$ cat config.mk
export PLATFORM = sky130hd
export DESIGN_NAME = spm_ctrl
export DESIGN_NICKNAME = d
export VERILOG_FILES = /design/src/rtl/spm_pkg.sv /design/src/rtl/spm_ctrl.sv
export SDC_FILE = /design/constraint.sdc
export NUM_CORES = 1
export LEC_CHECK = 0
export ABC_CLOCK_PERIOD_IN_PS = 1200
export BUFFER_PORTS_ARGS = -buffer_cell sky130_fd_sc_hd__buf_4
export CAP_MARGIN = 20
export CELL_PAD_IN_SITES_DETAIL_PLACEMENT = 1
export CELL_PAD_IN_SITES_GLOBAL_PLACEMENT = 1
export CORE_AREA = 2 2 39 41
export DETAILED_ROUTE_END_ITERATION = 8
export DIE_AREA = 0 0 41 43
export HOLD_SLACK_MARGIN = 0.03
export PLACE_DENSITY_LB_ADDON = 0.1
export SLEW_MARGIN = 5
export SYNTH_ARGS = -nofsm -noshare
export SYNTH_HDL_FRONTEND = slang
export SYNTH_SLANG_ARGS = --single-unit
$ cat constraint.sdc
create_clock -name clk_i -period 1.2 [get_ports clk_i]
set_input_delay 0.24 -clock clk_i [delete_from_list [all_inputs] [get_ports clk_i]]
set_output_delay 0.24 -clock clk_i [all_outputs]
set_load 0.01 [all_outputs]
$ cat src/rtl/spm_pkg.sv
package spm_pkg;

  localparam int OP_W     = 2;
  localparam int COEF_W   = 16;
  localparam int EXP_W    = 8;
  localparam int PCOEF_W  = 32;
  localparam int PEXP_W   = 9;

  // a multiply emits at most this many result terms, highest exponents first
  localparam int MAX_RESULTS = 64;
  localparam int RES_W       = $clog2(MAX_RESULTS + 1);

  localparam logic [OP_W-1:0] OP_LOAD_FIRST  = 2'd0;
  localparam logic [OP_W-1:0] OP_LOAD_SECOND = 2'd1;
  localparam logic [OP_W-1:0] OP_MULTIPLY    = 2'd2;

  typedef struct packed {
    logic ld_first;
    logic ld_second;
    logic mul;
    logic acc;
    logic tab_sweep;
    logic sweep_chk;
    logic init_step;
    logic flush;
    logic finish;
  } cmd_t;

  typedef struct packed {
    logic first_empty;
    logic second_empty;
    logic last_pair;
    logic slot_zero;
    logic adv_ok;
    logic flush_done;
  } status_t;

endpackage

$ cat src/rtl/spm_ctrl.sv
module spm_ctrl
  import spm_pkg::*;
(
  input  logic            clk_i,
  input  logic            rst_ni,
  input  logic            in_valid_i,
  output logic            in_stall_o,
  input  logic [OP_W-1:0] op_i,
  input  status_t         status_i,
  output cmd_t            cmd_o
);

  localparam int STATE_W = 3;
  localparam logic [STATE_W-1:0] ST_INIT   = 3'd0;
  localparam logic [STATE_W-1:0] ST_IDLE   = 3'd1;
  localparam logic [STATE_W-1:0] ST_MUL    = 3'd2;
  localparam logic [STATE_W-1:0] ST_ACC    = 3'd3;
  localparam logic [STATE_W-1:0] ST_SW_RD  = 3'd4;
  localparam logic [STATE_W-1:0] ST_SW_CHK = 3'd5;
  localparam logic [STATE_W-1:0] ST_FLUSH  = 3'd6;

  logic [STATE_W-1:0] state_q, state_d;

  always_comb begin
    state_d    = state_q;
    cmd_o      = '0;
    in_stall_o = 1'b1;
    case (state_q)
      ST_INIT: begin
        cmd_o.init_step = 1'b1;
        if (status_i.slot_zero) begin
          state_d = ST_IDLE;
        end
      end
      ST_IDLE: begin
        in_stall_o = 1'b0;
        if (in_valid_i) begin
          case (op_i)
            OP_LOAD_FIRST:  cmd_o.ld_first = 1'b1;
            OP_LOAD_SECOND: cmd_o.ld_second = 1'b1;
            OP_MULTIPLY: begin
              if (status_i.first_empty || status_i.second_empty) begin
                cmd_o.finish = 1'b1;
              end else begin
                state_d = ST_MUL;
              end
            end
            default: cmd_o = '0;
          endcase
        end
      end
      ST_MUL: begin
        cmd_o.mul = 1'b1;
        state_d   = ST_ACC;
      end
      ST_ACC: begin
        cmd_o.acc = 1'b1;
        state_d   = status_i.last_pair ? ST_SW_RD : ST_MUL;
      end
      ST_SW_RD: begin
        cmd_o.tab_sweep = 1'b1;
        state_d         = ST_SW_CHK;
      end
      ST_SW_CHK: begin
        cmd_o.tab_sweep = 1'b1;
        cmd_o.sweep_chk = 1'b1;
        if (status_i.adv_ok) begin
          state_d = status_i.slot_zero ? ST_FLUSH : ST_SW_RD;
        end
      end
      ST_FLUSH: begin
        cmd_o.flush = 1'b1;
        if (status_i.flush_done) begin
          cmd_o.finish = 1'b1;
          state_d      = ST_IDLE;
        end
      end
      default: state_d = ST_INIT;
    endcase
  end

  always_ff @(posedge clk_i or negedge rst_ni) begin
    if (!rst_ni) begin
      state_q <= ST_INIT;
    end else begin
      state_q <= state_d;
    end
  end

  a_acc_next: assert property (@(posedge clk_i) disable iff (!rst_ni)
    state_q == ST_ACC |=> (state_q == ST_MUL) || (state_q == ST_SW_RD))
    else $error("accumulate step left to an unexpected state");

endmodule

==> results by group <==
Outcome
  – Result of the run: finished with violations
  – Failing checks: setup timing

Placed design
  – Number of instances in the placed design: about 80
  – Quantity of I/O buffers inserted on ports: 20
  – Weighted congestion at the end of routability-driven global placement: between 0.6 and 0.7
  – Dpl hpwl: 862 um

Global routing
  – First-pass GRT wire length: 1.88 mm
  – Met1 Usage GRT: 19.6%
  – Total routing usage reported by global routing: 16.5%
  – Pin count of the biggest net entering global routing: 10
  – Via count of the first global-routing pass: 400
  – GRT Residual Overflow: 0
  – Layer carrying the most global-route usage: met2
  – Met2 usage in global routing: 24.1%
  – Initial antenna violation count: 0
  – M3 GR Usage: 3.14%

Power and ir drop
  – Pwr Total: 1.38 mW
  – Worst VDD drop: 0.538 mV
  – Power density over the cells: ~2200 mW/mm^2
  – Lkg Pwr: a little over 0.3 nW

Final layout
  – Leading cell type in the layout, fill and taps excluded: buf_4
  – Number of flip-flops in the largest register: 3
  – Net count reported at finish: 84
  – Fillcell total: approximately 180
  – Post-layout instance count excluding filler cells: 88
  – Largest register by flop count: state_q
  – Commonest cells after routing, fill and taps aside: buf_4, nor3_2, nand2_1
  – Post-synthesis to final-layout area growth: 110%
  – Share of layout cells above drive strength 1: 62.5%
  – Regs by FF count: state_q (3)
  – Antenna Cells: 0

Route
  – Post-detailed-routing wire length: 1.18 mm
  – Average wire per standard cell: 13.4 um
  – Number of vias per cell: 4.67
  – Detail Route Antenna Nets: 0
  – Number of search-and-repair iterations in the first detailed-routing pass: 3
  – Total via count after detailed routing: 411
  – Number of remaining DRC errors: 0
  – Detailed router's first-iteration violation count: 9

Clocking
  – Number of buffers added by the clock tree synthesis step: 3
  – CTS Buffer Depth: 2
  – CTS root buf: clkbuf_4
  – Count of H-tree levels built during CTS: 1
  – Clock insertion delay at the later pin of the skew report: around 250 ps
  – Clock-pin slew of the registers on the worst-case setup and hold paths: 40 ps
  – Clock tree from TritonCTS: built
  – Num Clock Sinks: 3

Logic synthesis
  – Post-synthesis cell type count: 19
  – Ranking of synthesized cells by area: dfrtp_1, nor3_1, a31oi_1
  – Cell area after synthesis: around 300 um^2
  – Portion of synthesized cell area occupied by the leading cell type: approximately 25%
  – Post-synthesis area per instance: 7.84 um^2
  – Post-Syn Nets: a little under 50
  – Largest area contributor in the synthesized netlist: dfrtp_1
  – Sequential fraction of the synthesis area: 25.2%
  – Register bit count reported by yosys: 3
  – Gate count after technology mapping: 38
  – Warnings from Yosys: 0

Floorplan
  – Ports placed on the boundary: 21
  – Area of the die: ~0.0018 mm^2
  – Effective utilization at floorplan: between 20% and 30%
  – Chip width: 41 um
  – Die Y: between 40 and 50 um
  – Number of placement rows: 14
  – Std-Cell Core Area: 0.00138 mm^2

Min path
  – Worst Hold Path Cells: 3
  – Launch instance of the worst min-delay path: status_i[3]
  – Endpoint with the worst hold slack: state_q[2]$_DFFE_PN0P_
  – Hold/Removal Path Class: in -> reg

Timing
  – Setup repair after global routing missed its margin: yes
  – Worst-case clock skew: 2.13 ps
  – Post-Route Setup TNS: -2270 ps
  – Max-slew violation total from the final report: 0
  – Worst slew margin: 80.4%
  – Final Worst Setup Slack: -265 ps
  – Final number of setup-violating endpoints: 11
  – Maximum achievable frequency: 683 MHz
  – Crit path time final: 1460 ps
  – Final clock period utilization by the worst path: 122%
  – Fin. Hold Viols: 0
  – Measured slew at the worst slew-check pin: 292 ps

Setup path
  – Sort of element at the start of the critical path: register
  – Maximum net fanout on the critical path: 4
  – Cells traversed along the worst timing path: nor2b_4 > nand3b_4 > o2bb2ai_1 > buf_4
  – Critical Path End Type: output port
  – Worst setup path class: reg -> out
  – Reg-to-reg startpoint: state_q[1]$_DFFE_PN0P_
  – CP max-delay cell: dfrtp_2
  – Capturing point of the worst reg2reg path: state_q[1]$_DFFE_PN0P_
  – Kind of cell with the highest combined delay on the critical path: flip-flops
  – Longest individual stage delay on the worst path: 430 ps
  – Critical path data arrival time: between 1000 and 1500 ps
  – Buffer and inverter count on the worst path: 1
  – Required time of the critical path: 960 ps
  – Register-to-Register Path Depth: 6
  – R2R setup slack: -180 ps

Job
  – Number of maximum-capacitance constraint violations: 0
==> metal layers <==
layer  part of all wire, %  wire (um)
met5                     0          0
met3                   3.2         38
met2                    53        620
met1                    40        467
met4                   4.2         49
==> power breakdown <==
part | internal, mW | switching (mW) | total [mW]
clock | 0.125 | 0.0641 | 0.189
sequential | 0.153 | 0.0562 | 0.209
combinational | 0.524 | 0.456 | 0.980
total | 0.801 | 0.577 | 1.38
==> cells in the mapped netlist <==
master / count
nor3_1: 5
and4b_1: 1
nor2b_4: 1
nor3b_2: 1
buf_4: 1
o2bb2ai_1: 1
nand3b_2: 1
dfrtp_1: 3
o32ai_1: 1
and2_1: 1
o21ai_0: 3
nand2_1: 4
nor2_1: 4
and2b_1: 2
buf_6: 1
inv_1: 2
nand2b_1: 1
o31ai_1: 2
a31oi_1: 3
==> tightest hold or removal path: stages <==
cell and delay (ps):
buf_4 120, nand2_1 60, o31ai_1 60
==> per-stage QoR <==
step	hold slack, ps	area (um^2)	setup slack [ps]	utilization, %
finish	272	626	-265	45.2
global route	296	626	-331	45.2
CTS	269	587	-278	42.4
detailed placement	32.9	529	-58.2	38.2
global placement	31.7	529	-30.3	38.2
floorplan	-55.6	303	-0.644	-
==> cell type report <==
| type | count | area [um^2] | area share (%) |
|---|---|---|---|
| inverter | 2 | 10.0 | 1.60 |
| multi-input combinational | 31 | 239 | 38.2 |
| tap | 16 | 20.0 | 3.20 |
| timing repair buffer | 32 | 254 | 40.6 |
| sequential | 3 | 76.3 | 12.2 |
| clock buffer | 4 | 26.3 | 4.20 |
==> worst max-delay path by stage <==
stage                           startpoint       end  slack [ps]  cells past startpoint
finish              state_q[1]$_DFFE_PN0P_  cmd_o[0]        -260                      4
global route        state_q[1]$_DFFE_PN0P_  cmd_o[7]        -330                      4
CTS                 state_q[1]$_DFFE_PN0P_  cmd_o[7]        -280                      4
detailed placement  state_q[1]$_DFFE_PN0P_  cmd_o[7]         -60                      4
global placement    state_q[1]$_DFFE_PN0P_  cmd_o[7]         -30                      4
floorplan           state_q[0]$_DFFE_PN0P_  cmd_o[7]        -0.6                      4
==> logic make-up (layout without fill, tap and decap cells) <==
group / count (synthesis) / after routing / synth area share [%]
flops: 3 / 3 / 25.2
compound gates: 10 / 10 / 22.3
buf+inv: 4 / 38 / 8.83
simple gates: 21 / 21 / 43.7
==> timing repair <==
item                                    in CTS  in global routing
endpoints found under the hold margin        3                  0
buffers inserted                             0                  1
pin swaps                                    2                  1
gates cloned                                 0                  0
hold buffers                                 1                  0
resized for setup                            5                  9
endpoints found under the setup margin      11                 11
Note: power is estimated with default switching activity, not from simulation.
